[config.mk]
export PLATFORM = sky130hd
export DESIGN_NAME = calo_eta_phi_tower_mapper_core
export DESIGN_NICKNAME = d
export VERILOG_FILES = /design/src/rtl/cetm_pkg.sv /design/src/rtl/cetm_map.sv /design/src/rtl/calo_eta_phi_tower_mapper_core.sv
export SDC_FILE = /design/constraint.sdc
export NUM_CORES = 1
export LEC_CHECK = 0
export BUFFER_PORTS_ARGS = -buffer_cell sky130_fd_sc_hd__clkbuf_2
export CAP_MARGIN = 10
export CORE_UTILIZATION = 45
export DETAILED_ROUTE_END_ITERATION = 10
export PLACE_DENSITY = 0.73
export SYNTH_ARGS = -nofsm -noshare
export SYNTH_HDL_FRONTEND = slang
export SYNTH_SLANG_ARGS = --single-unit
[constraint.sdc]
create_clock -name i_clk -period 4.3 [get_ports i_clk]
set_clock_uncertainty 0.05 [all_clocks]
set_input_delay 0.215 -clock i_clk [delete_from_list [all_inputs] [get_ports i_clk]]
set_output_delay 0.215 -clock i_clk [all_outputs]
set_load 0.01 [all_outputs]
[src/rtl/cetm_pkg.sv]
// ----------------------------------------------------------------------------
// cetm_pkg
// Types and codes shared by the eta/phi tower mapper core and its map logic.
// ----------------------------------------------------------------------------
package cetm_pkg;

    typedef enum logic [1:0] {
        ST_OK          = 2'd0,
        ST_ETA_RANGE   = 2'd1,
        ST_PHI_RANGE   = 2'd2,
        ST_LAYER_UNSET = 2'd3
    } t_status;

    localparam logic       CMD_DIRECT = 1'b0;
    localparam logic       CMD_PACKED = 1'b1;
    localparam logic [1:0] LAYER_EM   = 2'd0;
    localparam logic [1:0] LAYER_HAD  = 2'd1;

    typedef struct packed {
        logic        cmd;
        logic [6:0]  eta_bin;
        logic [6:0]  phi_bin;
        logic [1:0]  layer_sel;
        logic [31:0] packed_id;
    } t_in_beat;

    typedef struct packed {
        t_status     status;
        logic [31:0] id_out;
        logic [6:0]  tower_eta;
        logic [5:0]  tower_phi;
        logic [6:0]  jet_eta;
        logic [5:0]  jet_phi;
    } t_out_beat;

    // Corner coordinates from the map logic
    typedef struct packed {
        logic [6:0] tower_eta;
        logic [5:0] tower_phi;
        logic [6:0] jet_eta;
        logic [5:0] jet_phi;
    } t_corner;

endpackage

[src/rtl/cetm_map.sv]
// ----------------------------------------------------------------------------
// cetm_map
// Maps an in-range eta/phi bin and layer to trigger-tower and jet-element
// corners.
// ----------------------------------------------------------------------------
module cetm_map
    import cetm_pkg::*;
(
    input  logic [6:0] i_eta,
    input  logic [5:0] i_phi,
    input  logic       i_had,
    output t_corner    o_corner
);

    logic       outer_region;
    logic       mid_region;
    logic [6:0] tower_eta;
    logic [5:0] tower_phi;
    logic [6:0] jet_eta;
    logic [5:0] jet_phi;

    assign outer_region = (i_eta < 7'd17) || (i_eta >= 7'd81);
    assign mid_region   = (i_eta < 7'd24) || (i_eta >= 7'd74);

    // Trigger-tower eta; forward bins depend on the layer
    always_comb begin
        priority if (i_eta < 7'd17) begin
            if (i_had) begin
                tower_eta = (i_eta < 7'd9) ? 7'd0 : 7'd9;
            end else if (i_eta < 7'd5) begin
                tower_eta = 7'd0;
            end else if (i_eta < 7'd9) begin
                tower_eta = 7'd5;
            end else if (i_eta < 7'd13) begin
                tower_eta = 7'd9;
            end else begin
                tower_eta = 7'd13;
            end
        end else if (i_eta < 7'd18) begin
            tower_eta = 7'd17;
        end else if (i_eta < 7'd24) begin
            tower_eta = {i_eta[6:1], 1'b0};
        end else if (i_eta < 7'd74) begin
            tower_eta = i_eta;
        end else if (i_eta < 7'd80) begin
            tower_eta = {i_eta[6:1], 1'b0};
        end else if (i_eta < 7'd81) begin
            tower_eta = 7'd80;
        end else if (i_had) begin
            tower_eta = (i_eta < 7'd89) ? 7'd81 : 7'd89;
        end else if (i_eta < 7'd85) begin
            tower_eta = 7'd81;
        end else if (i_eta < 7'd89) begin
            tower_eta = 7'd85;
        end else if (i_eta < 7'd93) begin
            tower_eta = 7'd89;
        end else begin
            tower_eta = 7'd93;
        end
    end

    // Jet-element eta; central bins pair up starting at 25
    always_comb begin
        priority if (i_eta < 7'd17) begin
            jet_eta = 7'd0;
        end else if (i_eta >= 7'd81) begin
            jet_eta = 7'd81;
        end else if (i_eta < 7'd20) begin
            jet_eta = 7'd17;
        end else if (i_eta < 7'd22) begin
            jet_eta = 7'd20;
        end else if (i_eta < 7'd25) begin
            jet_eta = 7'd22;
        end else if (i_eta >= 7'd78) begin
            jet_eta = 7'd78;
        end else if (i_eta >= 7'd76) begin
            jet_eta = 7'd76;
        end else if (i_eta >= 7'd73) begin
            jet_eta = 7'd73;
        end else begin
            jet_eta = i_eta - {6'd0, ~i_eta[0]};
        end
    end

    always_comb begin
        if (outer_region) begin
            tower_phi = {i_phi[5:2], 2'b00};
            jet_phi   = {i_phi[5:2], 2'b00};
        end else begin
            tower_phi = mid_region ? {i_phi[5:1], 1'b0} : i_phi;
            jet_phi   = {i_phi[5:1], 1'b0};
        end
    end

    assign o_corner = {tower_eta, tower_phi, jet_eta, jet_phi};

endmodule

[src/rtl/calo_eta_phi_tower_mapper_core.sv]
// ----------------------------------------------------------------------------
// calo_eta_phi_tower_mapper_core
// Checks a channel address (direct bins or packed id) and returns the packed
// id with trigger-tower and jet-element corner coordinates.
// ----------------------------------------------------------------------------
//  channel | direction | handshake                 | payload
//  in      | input     | i_in_valid / o_in_stall   | i_in_beat  (t_in_beat)
//  out     | output    | o_out_valid / i_out_stall | o_out_beat (t_out_beat)
//
//  One beat per cycle sustained unless the output stalls; input register,
//  then result register, with range checks and corner maps between them.
//  Reset clears both valid flags; payload registers are not reset.
//  A stall on the output holds the result register and backs up into the
//  input register; the input stalls only when the input register is full
//  and cannot advance.
// ----------------------------------------------------------------------------
module calo_eta_phi_tower_mapper_core
    import cetm_pkg::*;
#(
    parameter int ETA_LIMIT = 98,
    parameter int PHI_LIMIT = 64
) (
    input  logic      i_clk,
    input  logic      i_rst_n,
    input  logic      i_in_valid,
    output logic      o_in_stall,
    input  t_in_beat  i_in_beat,
    output logic      o_out_valid,
    input  logic      i_out_stall,
    output t_out_beat o_out_beat
);

    t_in_beat  r_in;
    logic      r_in_valid;
    t_out_beat r_out;
    t_out_beat n_out;
    logic      r_out_valid;

    logic        out_ready;
    logic        in_adv;
    logic        in_acc;
    logic [15:0] eta_full;
    logic [14:0] phi_full;
    logic [1:0]  layer_code;
    t_status     status;
    t_corner     corner;

    assign out_ready  = !r_out_valid || !i_out_stall;
    assign in_adv     = r_in_valid && out_ready;
    assign o_in_stall = r_in_valid && !out_ready;
    assign in_acc     = i_in_valid && !o_in_stall;

    always_comb begin
        if (r_in.cmd == CMD_PACKED) begin
            eta_full   = r_in.packed_id[15:0];
            phi_full   = r_in.packed_id[30:16];
            layer_code = {1'b0, r_in.packed_id[31]};
        end else begin
            eta_full   = {9'd0, r_in.eta_bin};
            phi_full   = {8'd0, r_in.phi_bin};
            layer_code = r_in.layer_sel;
        end
    end

    // First failing check wins
    always_comb begin
        priority if (eta_full >= 16'(ETA_LIMIT)) begin
            status = ST_ETA_RANGE;
        end else if (phi_full >= 15'(PHI_LIMIT)) begin
            status = ST_PHI_RANGE;
        end else if (layer_code != LAYER_EM && layer_code != LAYER_HAD) begin
            status = ST_LAYER_UNSET;
        end else begin
            status = ST_OK;
        end
    end

    cetm_map u_map (
        .i_eta    (eta_full[6:0]),
        .i_phi    (phi_full[5:0]),
        .i_had    (layer_code == LAYER_HAD),
        .o_corner (corner)
    );

    always_comb begin
        n_out        = '0;
        n_out.status = status;
        if (status == ST_OK) begin
            n_out.id_out    = {layer_code[0], phi_full, eta_full};
            n_out.tower_eta = corner.tower_eta;
            n_out.tower_phi = corner.tower_phi;
            n_out.jet_eta   = corner.jet_eta;
            n_out.jet_phi   = corner.jet_phi;
        end
    end

    always_ff @(posedge i_clk) begin
        if (!i_rst_n) begin
            r_in_valid  <= 1'b0;
            r_out_valid <= 1'b0;
        end else begin
            if (!o_in_stall) begin
                r_in_valid <= i_in_valid;
            end
            if (out_ready) begin
                r_out_valid <= r_in_valid;
            end
        end
    end

    always_ff @(posedge i_clk) begin
        if (in_acc) begin
            r_in <= i_in_beat;
        end
        if (in_adv) begin
            r_out <= n_out;
        end
    end

    assign o_out_valid = r_out_valid;
    assign o_out_beat  = r_out;

    // Error results carry no coordinates
    a_err_zero: assert property (@(posedge i_clk) disable iff (!i_rst_n)
        (o_out_valid && o_out_beat.status != ST_OK) |->
            (o_out_beat.id_out == '0 && o_out_beat.tower_eta == '0 &&
             o_out_beat.jet_eta == '0 && o_out_beat.tower_phi == '0 &&
             o_out_beat.jet_phi == '0))
        else $error("error result with nonzero coordinates");

    // Corners never lie above the channel they contain
    a_corner_le: assert property (@(posedge i_clk) disable iff (!i_rst_n)
        (o_out_valid && o_out_beat.status == ST_OK) |->
            (o_out_beat.tower_eta <= o_out_beat.id_out[6:0] &&
             o_out_beat.jet_eta <= o_out_beat.id_out[6:0] &&
             o_out_beat.tower_phi <= o_out_beat.id_out[21:16] &&
             {o_out_beat.jet_phi[0], o_out_beat.jet_phi} <= {1'b0, o_out_beat.id_out[21:16]}))
        else $error("corner beyond channel");

    // Input backs up only behind a full, blocked input register
    a_stall_cause: assert property (@(posedge i_clk) disable iff (!i_rst_n)
        o_in_stall |-> (r_in_valid && r_out_valid && i_out_stall))
        else $error("input stalled without cause");

    // A beat advancing from the input register shows up in the result register next cycle
    a_advance: assert property (@(posedge i_clk) disable iff (!i_rst_n)
        in_adv |=> r_out_valid)
        else $error("beat lost between stages");

endmodule
==> impl_metrics.yaml <==
run_status:
  status: "finished clean"
place:
  hpwl_um: 6190
  numPortBuffers: 113
  gp_congestion: 0.939
  place_ws_ps: 1120
  place_area_sq_um: 5050
detailed_routing:
  wl_um: 9420
  vias_per_cell: 5.15
  postRouteAntennaNets: 0
  drt_iter0_drc: 209
  drc: 0
  wl_per_cell_um: 15.4
  first_pass_iters: 5
  routed-via-count: 3147
grt:
  grt_util_all_layers_pct: 19.9
  grt_antenna_before_repair: 1
  grt_max_degree: 51
  grt_pass1_wl_um: 15000
  grt_pass1_vias: 3019
  grt-ovfl-total: 0
setup_path:
  cpPeakStageDelay_ps: 720
  timing.critical_path.required_ps: 4440
  timing.rr.start: "r_in[48]$_DFFE_PP_"
  r2r-end: "o_out_beat[20]$_SDFFCE_PN0P_"
  rrSetupSlack_ps: 1090
  cp.arrival_ps: 3350
  path_cells: "mux2i_1 -> buf_4 -> inv_1 -> ha_1 -> or4b_1 -> a311o_1 -> nor4_2"
  crit_path_start: "r_in[48]$_DFFE_PP_"
  crit_slowest_cell: "edfxtp_1"
  endpoint_kind: "flip-flop"
  critPathMaxFanout: 19
  start_kind: "flip-flop"
  ff2ff_path_depth: 7
  worstSetupPathType: "flip-flop to flip-flop"
  crit_path_end: "o_out_beat[20]$_SDFFCE_PN0P_"
layout:
  final_util_pct: 61.9
  post_route_cells_drive_above_1_share_pct: 31.0
  design_area_sq_um: 5750
  layout_common_cells: "113 x clkbuf_2, 99 x edfxtp_1, 50 x dlygate4sd3_1, 27 x nor2_1, 19 x conb_1"
  layout_commonest_cell: "clkbuf_2"
  multi_input_area_sq_um: 1250
  area.growth.synth_to_final_pct: 33.0
  fin_nets: 532
  seq_area_sq_um: 3010
  fillCellCount: 759
power_and_ir_drop:
  finalPower_mw: 2.02
  powerDensity_nw_per_um2: 351
  leakage_nw: 2.24
  irDropWorstVdd_v: 0.000214
sta:
  min_period_ps: 3210
  worst_pin_slew_ps: 860
  setup_viol: 0
  grt_setup_unrepaired: "false"
  hold_viol_final: 0
  maxSlewHeadroom_pct: 42.7
  fin_tns_setup_ps: 0
  layout_worst_path_cycle_share_pct: 74.6
  setup_ws_ps: 1090
  fmax_ghz: 0.312
  slew_viol_final: 0
synth:
  synth_xor_area_share_pct: 0.203
  synth_compound_area_share_pct: 11.3
  synth_top_family_by_area: "compound AO/OA/AOI/OAI gates"
  ys_seq_elements: 101
  synthAdderAreaFrac_pct: 0.869
  synth_edf_count: 99
  ys_types: 59
  ys_dominant_reg_cell: "edfxtp_1"
  synthSimpleGateAreaFrac_pct: 10.9
  ys_seq_area_share_pct: 69.7
  ys_warn_count: 0
  muxShareOfSynthArea_pct: 3.56
  synth.avg_cell_area_sq_um: 14.5
  postSynthCellCount: 297
  async_reset_ff_share_pct: 0
  synth_area_sq_um: 4320
clock_tree:
  postCtsSetupBuffers: 0
  path_clk_slew_ps: 90
  h-tree-depth: 3
  cts_tree: "done"
  cts_buffer_depth: 2
  cts.sinks: 101
  cts_made_buffers: 9
  clock-root-buffer: "clkbuf_8"
  insertion_delay_ps: 360
floorplanning:
  core-area_sq_um: 9280
  start_util_pct: 46.5
  die_area_sq_um: 10000
  die_width_um: 100
  num_rows: 35
  ios: 115
  die_h_um: 100
flow_run:
  cap_violations: 0
min_path:
  hold_class: "input port to flip-flop"
==> sequential cells by signal (all words and copies together) (netlist names) <==
| register | cells |
|---|---|
| o_out_valid | 1 |
| r_in | 49 |
| o_out_beat | 50 |
| r_in_valid | 1 |
==> logic make-up after synthesis <==
logic type	after synthesis
AO/OA/AOI/OAI	66
XOR/XNOR	1
adder cells (fa/ha/maj)	3
buffers and inverters	23
flip-flops	101
multiplexers	15
other	1
AND/OR/NAND/NOR	87
==> layout make-up <==
class | instances | area share [%]
clock buffers | 9 | 2.15
diodes | 1 | 0.0435
repair buffers | 168 | 19.2
inverters | 5 | 0.327
well taps | 129 | 2.81
flip-flops and latches | 101 | 52.4
clock inverters | 7 | 1.31
multi-input cells | 191 | 21.7
==> through the flow <==
step,hold slack [ps],std cells
3_5_place_dp,344,544
6_report,49.4,611
4_1_cts,13.1,609
2_1_floorplan,264,315
3_3_place_gp,342,544
5_1_grt,36.5,611
==> layer usage <==
| metal | part of all wire (%) | global-route usage [%] |
|---|---|---|
| met1 | 41 | 26.0 |
| met2 | 51 | 33.2 |
| met3 | 6.0 | 4.60 |
| met4 | 1.9 | 6.47 |
| met5 | 0 | 0 |
==> Yosys cell counts, types with 2 or more instances <==
cell / n / area (sq um)
edfxtp_1: 99 / 2970
nor2_1: 27 / 101
nand2_1: 15 / 56.3
a21oi_1: 14 / 70.1
mux2i_1: 12 / 120
nor3_1: 11 / 55.1
buf_4: 10 / 75.1
a31oi_1: 9 / 56.3
o21ai_0: 7 / 35.0
inv_1: 5 / 18.8
nand2b_1: 5 / 31.3
a21o_1: 4 / 30.0
buf_2: 4 / 20.0
nor4_1: 4 / 25.0
o22ai_1: 4 / 25.0
ha_1: 3 / 37.5
mux2_2: 3 / 33.8
nand3_1: 3 / 15.0
nor2b_1: 3 / 18.8
o32ai_1: 3 / 26.3
a211oi_1: 2 / 15.0
a311o_1: 2 / 20.0
and2_1: 2 / 12.5
buf_6: 2 / 22.5
clkbuf_1: 2 / 7.51
dfxtp_1: 2 / 40.0
nand3b_1: 2 / 15.0
nor4_2: 2 / 25.0
o21bai_1: 2 / 15.0
o31a_1: 2 / 17.5
o32a_1: 2 / 20.0
or2_2: 2 / 12.5
or3_1: 2 / 12.5
==> report_power, final <==
group / switching, mW / internal, mW / total [mW]
Combinational: 0.137 / 0.112 / 0.249
Sequential: 0.0288 / 1.14 / 1.17
Clock: 0.330 / 0.272 / 0.602
Total: 0.495 / 1.52 / 2.02
==> worst max-delay path, delay by kind of cell (launching register included) <==
family,cells,cell delay (ps)
simple gates,2,940
flops,1,720
compound gates,1,680
mux,1,250
buf+inv,2,220
fa+ha+maj,1,180
==> worst min path at each step <==
stage,start,endpoint,slack (ps),depth (start not counted)
2_1_floorplan,i_in_beat[0],r_in[0]$_DFFE_PP_,260,0
3_3_place_gp,i_in_beat[1],r_in[1]$_DFFE_PP_,340,1
3_5_place_dp,i_in_beat[0],r_in[0]$_DFFE_PP_,340,1
4_1_cts,i_rst_n,r_in_valid$_SDFFE_PN0N_,10,2
5_1_grt,i_in_valid,r_in_valid$_SDFFE_PN0N_,40,2
6_report,i_in_valid,r_in_valid$_SDFFE_PN0N_,50,2
==> timing repair <==
action	in CTS	in global routing
endpoints found under the hold margin	49	1
endpoints found under the setup margin	0	0
gates resized for setup	0	0
hold buffers	49	1
(Power assumes the default switching activity.)
